<file path="src/rtl/core/cts_pkg.sv">
// Shared types and constants for the column to span converter.
package cts_pkg;

   localparam int ROWS  = 64;
   localparam int ROW_W = $clog2(ROWS);
   localparam int CNT_W = ROW_W + 1;
   localparam int COL_W = 10;
   localparam int TOP_W = 7;

   typedef struct packed {
      logic [COL_W-1:0] column;
      logic [TOP_W-1:0] top_row;
      logic [ROW_W-1:0] bottom_row;
      logic             plane_start;
   } cts_req_type;

   typedef struct packed {
      logic [ROW_W-1:0] span_row;
      logic [COL_W-1:0] span_x_start;
      logic [COL_W-1:0] span_x_end;
      logic             last_of_run;
   } cts_rsp_type;

   typedef struct packed {
      logic load;
      logic close_top;
      logic close_bot;
      logic emit;
      logic open_top;
      logic open_bot;
   } cts_cmd_type;

   typedef struct packed {
      logic close_top_pending;
      logic close_bot_pending;
      logic open_top_pending;
      logic open_bot_pending;
      logic slot_free;
   } cts_status_type;

   typedef enum logic [1:0] {
      ST_IDLE,
      ST_CLOSE,
      ST_EMIT,
      ST_OPEN
   } cts_state_type;

endpackage

</file>
<file path="src/rtl/core/cts_datapath.sv">
// Datapath: row range counters, start column memory and output word register.
module cts_datapath (
   input  logic                   clock,
   input  logic                   reset,
   input  cts_pkg::cts_req_type   req_word,
   input  cts_pkg::cts_cmd_type   cmd,
   output cts_pkg::cts_status_type status,
   input  logic                   rsp_ready,
   output logic                   rsp_valid,
   output cts_pkg::cts_rsp_type   rsp_word
);
   import cts_pkg::*;

   logic [COL_W-1:0] mem [ROWS];
   logic [COL_W-1:0] rdata_ff;

   logic [CNT_W-1:0] t1_ff, t1_in, b1_ff, b1_in, t2_ff, t2_in, b2_ff, b2_in;
   logic [TOP_W-1:0] prev_top_ff, prev_top_in;
   logic [ROW_W-1:0] prev_bottom_ff, prev_bottom_in;
   logic [COL_W-1:0] x_ff, x_in;
   logic [ROW_W-1:0] pend_row_ff, pend_row_in;
   logic             rsp_valid_ff, rsp_valid_in;
   cts_rsp_type      rsp_word_ff, rsp_word_in;

   logic [TOP_W-1:0] top_sat;
   logic [ROW_W-1:0] rd_addr, wr_addr;
   logic             rd_en, wr_en;

   assign top_sat = (req_word.top_row > TOP_W'(ROWS)) ? TOP_W'(ROWS) : req_word.top_row;
   assign rd_addr = cmd.close_top ? t1_ff[ROW_W-1:0] : b1_ff[ROW_W-1:0];
   assign wr_addr = cmd.open_top  ? t2_ff[ROW_W-1:0] : b2_ff[ROW_W-1:0];
   assign rd_en   = cmd.close_top | cmd.close_bot;
   assign wr_en   = cmd.open_top  | cmd.open_bot;

   assign status.close_top_pending = (t1_ff < t2_ff) && (t1_ff <= b1_ff);
   assign status.close_bot_pending = (b1_ff > b2_ff) && (b1_ff >= t1_ff);
   assign status.open_top_pending  = (t2_ff < t1_ff) && (t2_ff <= b2_ff);
   assign status.open_bot_pending  = (b2_ff > b1_ff) && (b2_ff >= t2_ff);
   assign status.slot_free         = !rsp_valid_ff || rsp_ready;

   always_comb begin
      t1_in          = t1_ff;
      b1_in          = b1_ff;
      t2_in          = t2_ff;
      b2_in          = b2_ff;
      x_in           = x_ff;
      prev_top_in    = prev_top_ff;
      prev_bottom_in = prev_bottom_ff;
      pend_row_in    = pend_row_ff;
      if (cmd.load) begin
         // plane start sees the previous column as empty
         t1_in          = req_word.plane_start ? CNT_W'(ROWS) : CNT_W'(prev_top_ff);
         b1_in          = req_word.plane_start ? '0 : CNT_W'(prev_bottom_ff);
         t2_in          = CNT_W'(top_sat);
         b2_in          = CNT_W'(req_word.bottom_row);
         x_in           = req_word.column;
         prev_top_in    = top_sat;
         prev_bottom_in = req_word.bottom_row;
      end
      if (cmd.close_top) begin
         t1_in       = t1_ff + 1'b1;
         pend_row_in = rd_addr;
      end
      if (cmd.close_bot) begin
         b1_in       = b1_ff - 1'b1;
         pend_row_in = rd_addr;
      end
      if (cmd.open_top) begin
         t2_in = t2_ff + 1'b1;
      end
      if (cmd.open_bot) begin
         b2_in = b2_ff - 1'b1;
      end
   end

   always_comb begin
      rsp_valid_in = rsp_valid_ff;
      rsp_word_in  = rsp_word_ff;
      if (cmd.emit) begin
         rsp_valid_in             = 1'b1;
         rsp_word_in.span_row     = pend_row_ff;
         rsp_word_in.span_x_start = rdata_ff;
         rsp_word_in.span_x_end   = x_ff - 1'b1;
         // counters already stepped: anything left to close means more words
         rsp_word_in.last_of_run  = !(status.close_top_pending || status.close_bot_pending);
      end else if (rsp_ready) begin
         rsp_valid_in = 1'b0;
      end
   end

   always_ff @(posedge clock) begin
      if (wr_en) begin
         mem[wr_addr] <= x_ff;
      end
      if (rd_en) begin
         rdata_ff <= mem[rd_addr];
      end
   end

   always_ff @(posedge clock) begin
      t1_ff       <= t1_in;
      b1_ff       <= b1_in;
      t2_ff       <= t2_in;
      b2_ff       <= b2_in;
      x_ff        <= x_in;
      pend_row_ff <= pend_row_in;
      rsp_word_ff <= rsp_word_in;
   end

   always_ff @(posedge clock) begin
      if (reset) begin
         prev_top_ff    <= TOP_W'(ROWS);
         prev_bottom_ff <= '0;
         rsp_valid_ff   <= 1'b0;
      end else begin
         prev_top_ff    <= prev_top_in;
         prev_bottom_ff <= prev_bottom_in;
         rsp_valid_ff   <= rsp_valid_in;
      end
   end

   assign rsp_valid = rsp_valid_ff;
   assign rsp_word  = rsp_word_ff;

endmodule

</file>
<file path="src/rtl/core/cts_ctrl.sv">
// Controller: sequences close, emit and open steps for one column.
module cts_ctrl (
   input  logic                    clock,
   input  logic                    reset,
   input  logic                    req_valid,
   output logic                    req_ready,
   input  cts_pkg::cts_status_type status,
   output cts_pkg::cts_cmd_type    cmd
);
   import cts_pkg::*;

   cts_state_type state_ff, state_in;

   always_ff @(posedge clock) begin
      if (reset) begin
         state_ff <= ST_IDLE;
      end else begin
         state_ff <= state_in;
      end
   end

   always_comb begin
      state_in  = state_ff;
      cmd       = '0;
      req_ready = 1'b0;
      case (state_ff)
         ST_IDLE: begin
            req_ready = 1'b1;
            if (req_valid) begin
               cmd.load = 1'b1;
               state_in = ST_CLOSE;
            end
         end
         ST_CLOSE: begin
            // top closes first, ascending; then bottom, descending
            if (status.close_top_pending) begin
               cmd.close_top = 1'b1;
               state_in      = ST_EMIT;
            end else if (status.close_bot_pending) begin
               cmd.close_bot = 1'b1;
               state_in      = ST_EMIT;
            end else begin
               state_in = ST_OPEN;
            end
         end
         ST_EMIT: begin
            if (status.slot_free) begin
               cmd.emit = 1'b1;
               state_in = ST_CLOSE;
            end
         end
         ST_OPEN: begin
            if (status.open_top_pending) begin
               cmd.open_top = 1'b1;
            end else if (status.open_bot_pending) begin
               cmd.open_bot = 1'b1;
            end else begin
               state_in = ST_IDLE;
            end
         end
         default: begin
            state_in = ST_IDLE;
         end
      endcase
   end

endmodule

</file>
<file path="src/rtl/core/column_to_span_converter.sv">
// Column to span converter: covered row ranges per column in, finished row spans out.
// One column word is taken at a time. Each row that closes needs a read of the start column
// memory and a step to load the output register; each row that opens needs one memory
// write. The output register lets the next column word be accepted while the last span
// word still waits; a stalled rsp_ready holds the close sequence.
// last_of_run marks the final span of a column. Send an empty column (top_row = 64) after
// the last real one to flush every open row.
module column_to_span_converter (
   input  logic                 clock,
   input  logic                 reset,
   input  logic                 req_valid,
   output logic                 req_ready,
   input  cts_pkg::cts_req_type req_word,
   output logic                 rsp_valid,
   input  logic                 rsp_ready,
   output cts_pkg::cts_rsp_type rsp_word
);
   import cts_pkg::*;

   cts_cmd_type    cmd;
   cts_status_type status;

   cts_ctrl u_ctrl (
      .clock     (clock),
      .reset     (reset),
      .req_valid (req_valid),
      .req_ready (req_ready),
      .status    (status),
      .cmd       (cmd)
   );

   cts_datapath u_datapath (
      .clock     (clock),
      .reset     (reset),
      .req_word  (req_word),
      .cmd       (cmd),
      .status    (status),
      .rsp_ready (rsp_ready),
      .rsp_valid (rsp_valid),
      .rsp_word  (rsp_word)
   );

   // a taken column word keeps the input closed for at least the next cycle
   assert property (@(posedge clock) disable iff (reset)
      (req_valid && req_ready) |=> !req_ready)
      else $error("input ready straight after a word was taken");

   // emitting into a full output register would drop a span
   assert property (@(posedge clock) disable iff (reset)
      cmd.emit |-> status.slot_free)
      else $error("span emitted while output register busy");

   assert property (@(posedge clock) disable iff (reset)
      $onehot0({cmd.load, cmd.close_top, cmd.close_bot, cmd.emit, cmd.open_top, cmd.open_bot}))
      else $error("more than one datapath command at once");

   // a close step is always followed by its emit
   assert property (@(posedge clock) disable iff (reset)
      (cmd.close_top || cmd.close_bot) |=> !(cmd.close_top || cmd.close_bot || cmd.load))
      else $error("close step not followed by emit");

endmodule
</file>
<file path="config.mk">
export PLATFORM = sky130hd
export DESIGN_NAME = column_to_span_converter
export DESIGN_NICKNAME = d
export VERILOG_FILES = /design/src/rtl/core/cts_pkg.sv /design/src/rtl/core/cts_datapath.sv /design/src/rtl/core/cts_ctrl.sv /design/src/rtl/core/column_to_span_converter.sv
export SDC_FILE = /design/constraint.sdc
export NUM_CORES = 1
export LEC_CHECK = 0
export BUFFER_PORTS_ARGS = -buffer_cell sky130_fd_sc_hd__buf_2
export CORE_MARGIN = 2
export CORE_UTILIZATION = 64
export DETAILED_ROUTE_END_ITERATION = 12
export PLACE_DENSITY = 0.81
export SYNTH_ARGS = -nofsm -noshare
export SYNTH_HDL_FRONTEND = slang
export SYNTH_SLANG_ARGS = --single-unit
</file>
<file path="constraint.sdc">
create_clock -name clock -period 12 [get_ports clock]
set_input_delay 2.4 -clock clock [delete_from_list [all_inputs] [get_ports clock]]
set_output_delay 2.4 -clock clock [all_outputs]
set_load 0.01 [all_outputs]
</file>
==> results by group <==
Pwr
  • Worst supply voltage drop on vdd: 0.135 mV
  • P_leak: 0.0118 uW
  • Power Density: 191 nW/um^2
  • Power, Total: 6610 uW

Worst setup path
  • CP Capture Type: flip-flop
  • R2r worst-path depth: 13
  • R2r setup slk: 5.79 ns
  • Setup CP Type: flip-flop to flip-flop
  • Worst setup SP type: flip-flop
  • Critical path arrival: 6.66 ns
  • CP Data Required Time: 12.45 ns
  • Crit path max fanout: 105
  • Worst r2r src: u_datapath.t1_ff[0]
  • Worst R2R End: u_datapath.rdata_ff[8]

Floorplan
  • Die W: 224 um
  • I/O pins: 57
  • Die Ht: 224 um
  • Total die area: 50100 um^2
  • Row cnt: 80
  • Starting Density: 64.8%
  • Placeable core area: 47700 um^2

STA
  • Setup total negative slack: 0 ns
  • Final hold vios: 0
  • Final period util: 51.7%
  • Final worst slack: 5.79 ns
  • Relative slew margins: 10.4%
  • Final setup viols: 0
  • Fmax: 161 MHz
  • Clk_skew: 0.0253 ns
  • RSZ-0062 raised after global routing: false
  • Worst slew pin tran: 1.34 ns
  • Final Max Slew Viols: 0
  • Final min period: 6.21 ns

Placement
  • Gpl congestion: 0.885
  • # port buffers: 56
  • Cells after DPL: 2683
  • HPWL Detailed: 49.1 mm
  • Setup Slack @ Placement: 6.00 ns

Job
  • Max-Cap Viols: 0

Drt
  • Post-route DRC: 0
  • Final wirelength: 81.2 mm
  • ANT nets after route: 0
  • Drt pass-1 iters: 6
  • Vias: 19900
  • Drt wl/cell: 28.9 um
  • Post-DR vias/cell: 7.06
  • Initial DRC Count: 3400

Logic synthesis
  • Synthesized area per cell: 15.1 um^2
  • Synth Flop Type: edfxtp_1
  • Mapped Nets: 2104
  • #FFs+latches synth: 737
  • Seq/Total Area, Yosys: 71.0%
  • Synthesized instance count: 2043
  • Synth cell types: 84
  • Ys async rst share: 0%
  • Yosys warnings: 0
  • Post-Syn Area: 30900 um^2
  • Post-synth EDFFs: 721

Clock network
  • Hold-fix buffers, CTS: 0
  • Root Buffer Master: clkbuf_16
  • Setup repair bufs after CTS: 0
  • Clock Pin Slew Worst Setup and Hold Paths: 0.06 ns
  • TritonCTS clock tree: built
  • Skew-Pair Late Insertion Delay: 0.62 ns
  • Maximum clock path buffer count: 3
  • Post-CTS sizing: 0
  • H-tree depth: 3
  • Clock Sinks: 737
  • CTS buffer count: 73

Layout
  • Layout area overhead: 11.6%
  • Final nets: 2204
  • Commonest non-fill, non-tap cell in the layout: edfxtp_1
  • Finished Layout Cells: 2812
  • Share of layout cells above drive strength 1: 16.1%
  • Most frequent cells in the layout: edfxtp_1 (721), nand2_1 (184), buf_4 (102), and3_1 (98), nand3_1 (83)
  • ANT cells: 0

Global route
  • Largest net degree at the start of global routing: 162
  • First-pass GRT wire length: 122 mm
  • Vias in the first global route: 19700
  • Total grt overflow: 0
  • Initial antenna violation count: 4
  • Total Routing Usage GR: 32.9%

Status
  • Status: finished, final reports clean

Worst hold path
  • WHS Path Cells: 0
  • Min-delay worst type: flip-flop to flip-flop
  • HP Start: u_datapath.pend_row_ff[0]
  • Worst Hold Path EP: u_datapath.rsp_word[21]
[how the worst max path moves through the flow]
| stage | startpoint | end | depth (start not counted) |
|---|---|---|---|
| finish | u_datapath.t1_ff[0] | u_datapath.rdata_ff[8] | 13 |
| floorplan | rsp_ready | u_datapath.rsp_word[0] | 2 |
| global placement | u_datapath.t1_ff[0] | u_datapath.rdata_ff[8] | 13 |
| global route | u_datapath.t1_ff[0] | u_datapath.rdata_ff[9] | 13 |
| detailed placement | u_datapath.t1_ff[0] | u_datapath.rdata_ff[9] | 13 |
| CTS | u_datapath.t1_ff[0] | u_datapath.rdata_ff[9] | 13 |
[worst max-delay path, stage by stage, from the launching register on]
cell and delay (ns):
edfxtp_1 0.58, clkinv_1 0.45, ha_1 0.33, nand3b_1 0.17, a21oi_2 0.15, and4b_1 0.47
a21oi_4 0.87, nor2_4 0.21, clkinv_2 0.36, buf_4 0.91, a2111oi_0 0.37, nor4_1 0.55
a221o_1 0.23, a32o_1 0.27
[through the flow]
stage          util, %  instance area [um^2]  hold slack [ns]
2_1_floorplan        -                 30900            0.400
3_3_place_gp      67.6                 32300            0.402
3_5_place_dp      67.6                 32300            0.406
4_1_cts           72.3                 34500            0.421
5_1_grt           72.3                 34500            0.425
6_report          72.3                 34500            0.422
[routing by layer]
metal	vias to the layer above	track usage (%)	share of wire, %
li1	8347	-	-
met1	9756	44.9	36
met2	1493	51.0	46
met3	263	7.17	13
met4	2	16.2	4.9
met5	-	0	0.016
[registers in the layout (all words and copies together) (netlist names)]
name,count
u_datapath.rsp_valid,1
u_datapath.rdata_ff,10
u_datapath.b2_ff,7
u_datapath.b1_ff,7
u_datapath.t1_ff,7
u_datapath.pend_row_ff,6
u_datapath.x_ff,10
u_datapath.mem,640
u_datapath.t2_ff,7
u_ctrl.state_ff,2
u_datapath.rsp_word,27
u_datapath.prev_top_ff,7
u_datapath.prev_bottom_ff,6
[cells by family (layout without fill, tap and decap cells)]
| family | Yosys count | after routing | synth area share [%] |
|---|---|---|---|
| buf+inv | 179 | 333 | 2.65 |
| xor+xnor | 28 | 28 | 0.792 |
| fa+ha+maj | 33 | 33 | 1.33 |
| simple gates | 556 | 556 | 9.06 |
| compound gates | 392 | 392 | 9.76 |
| mux | 118 | 118 | 5.41 |
| flops | 737 | 737 | 71.0 |
[cell usage after synthesis, types with 33 or more instances]
library cell  instances  area, um^2
ha_1                 33         413
mux2i_1              66         661
inv_1                39         146
nor2_1               42         158
nand3_1              84         420
and3_1               98         613
clkbuf_1             70         263
nand2_1             184         691
mux4_2               38         856
nor3_1               71         355
a211oi_1             62         465
o21ai_0              58         290
edfxtp_1            721       21700
buf_2                37         185
[layout make-up]
type                    instances  area (um^2)
flip-flops and latches        737        22000
fillers                      2843        13200
multi-input cells            1127         8290
clock buffers                  92         1940
repair buffers                159         1070
well taps                     615          769
clock inverters                37          318
inverters                      45          175
[where the power goes]
part,leakage (uW),switching [uW],internal (uW),total (uW)
Combinational,0.00402,987,436,1420
Clock,0.00110,945,1240,2180
Sequential,0.00664,52.4,2950,3000
Total,0.0118,1980,4620,6610
Note: power is estimated with default switching activity, not from simulation.
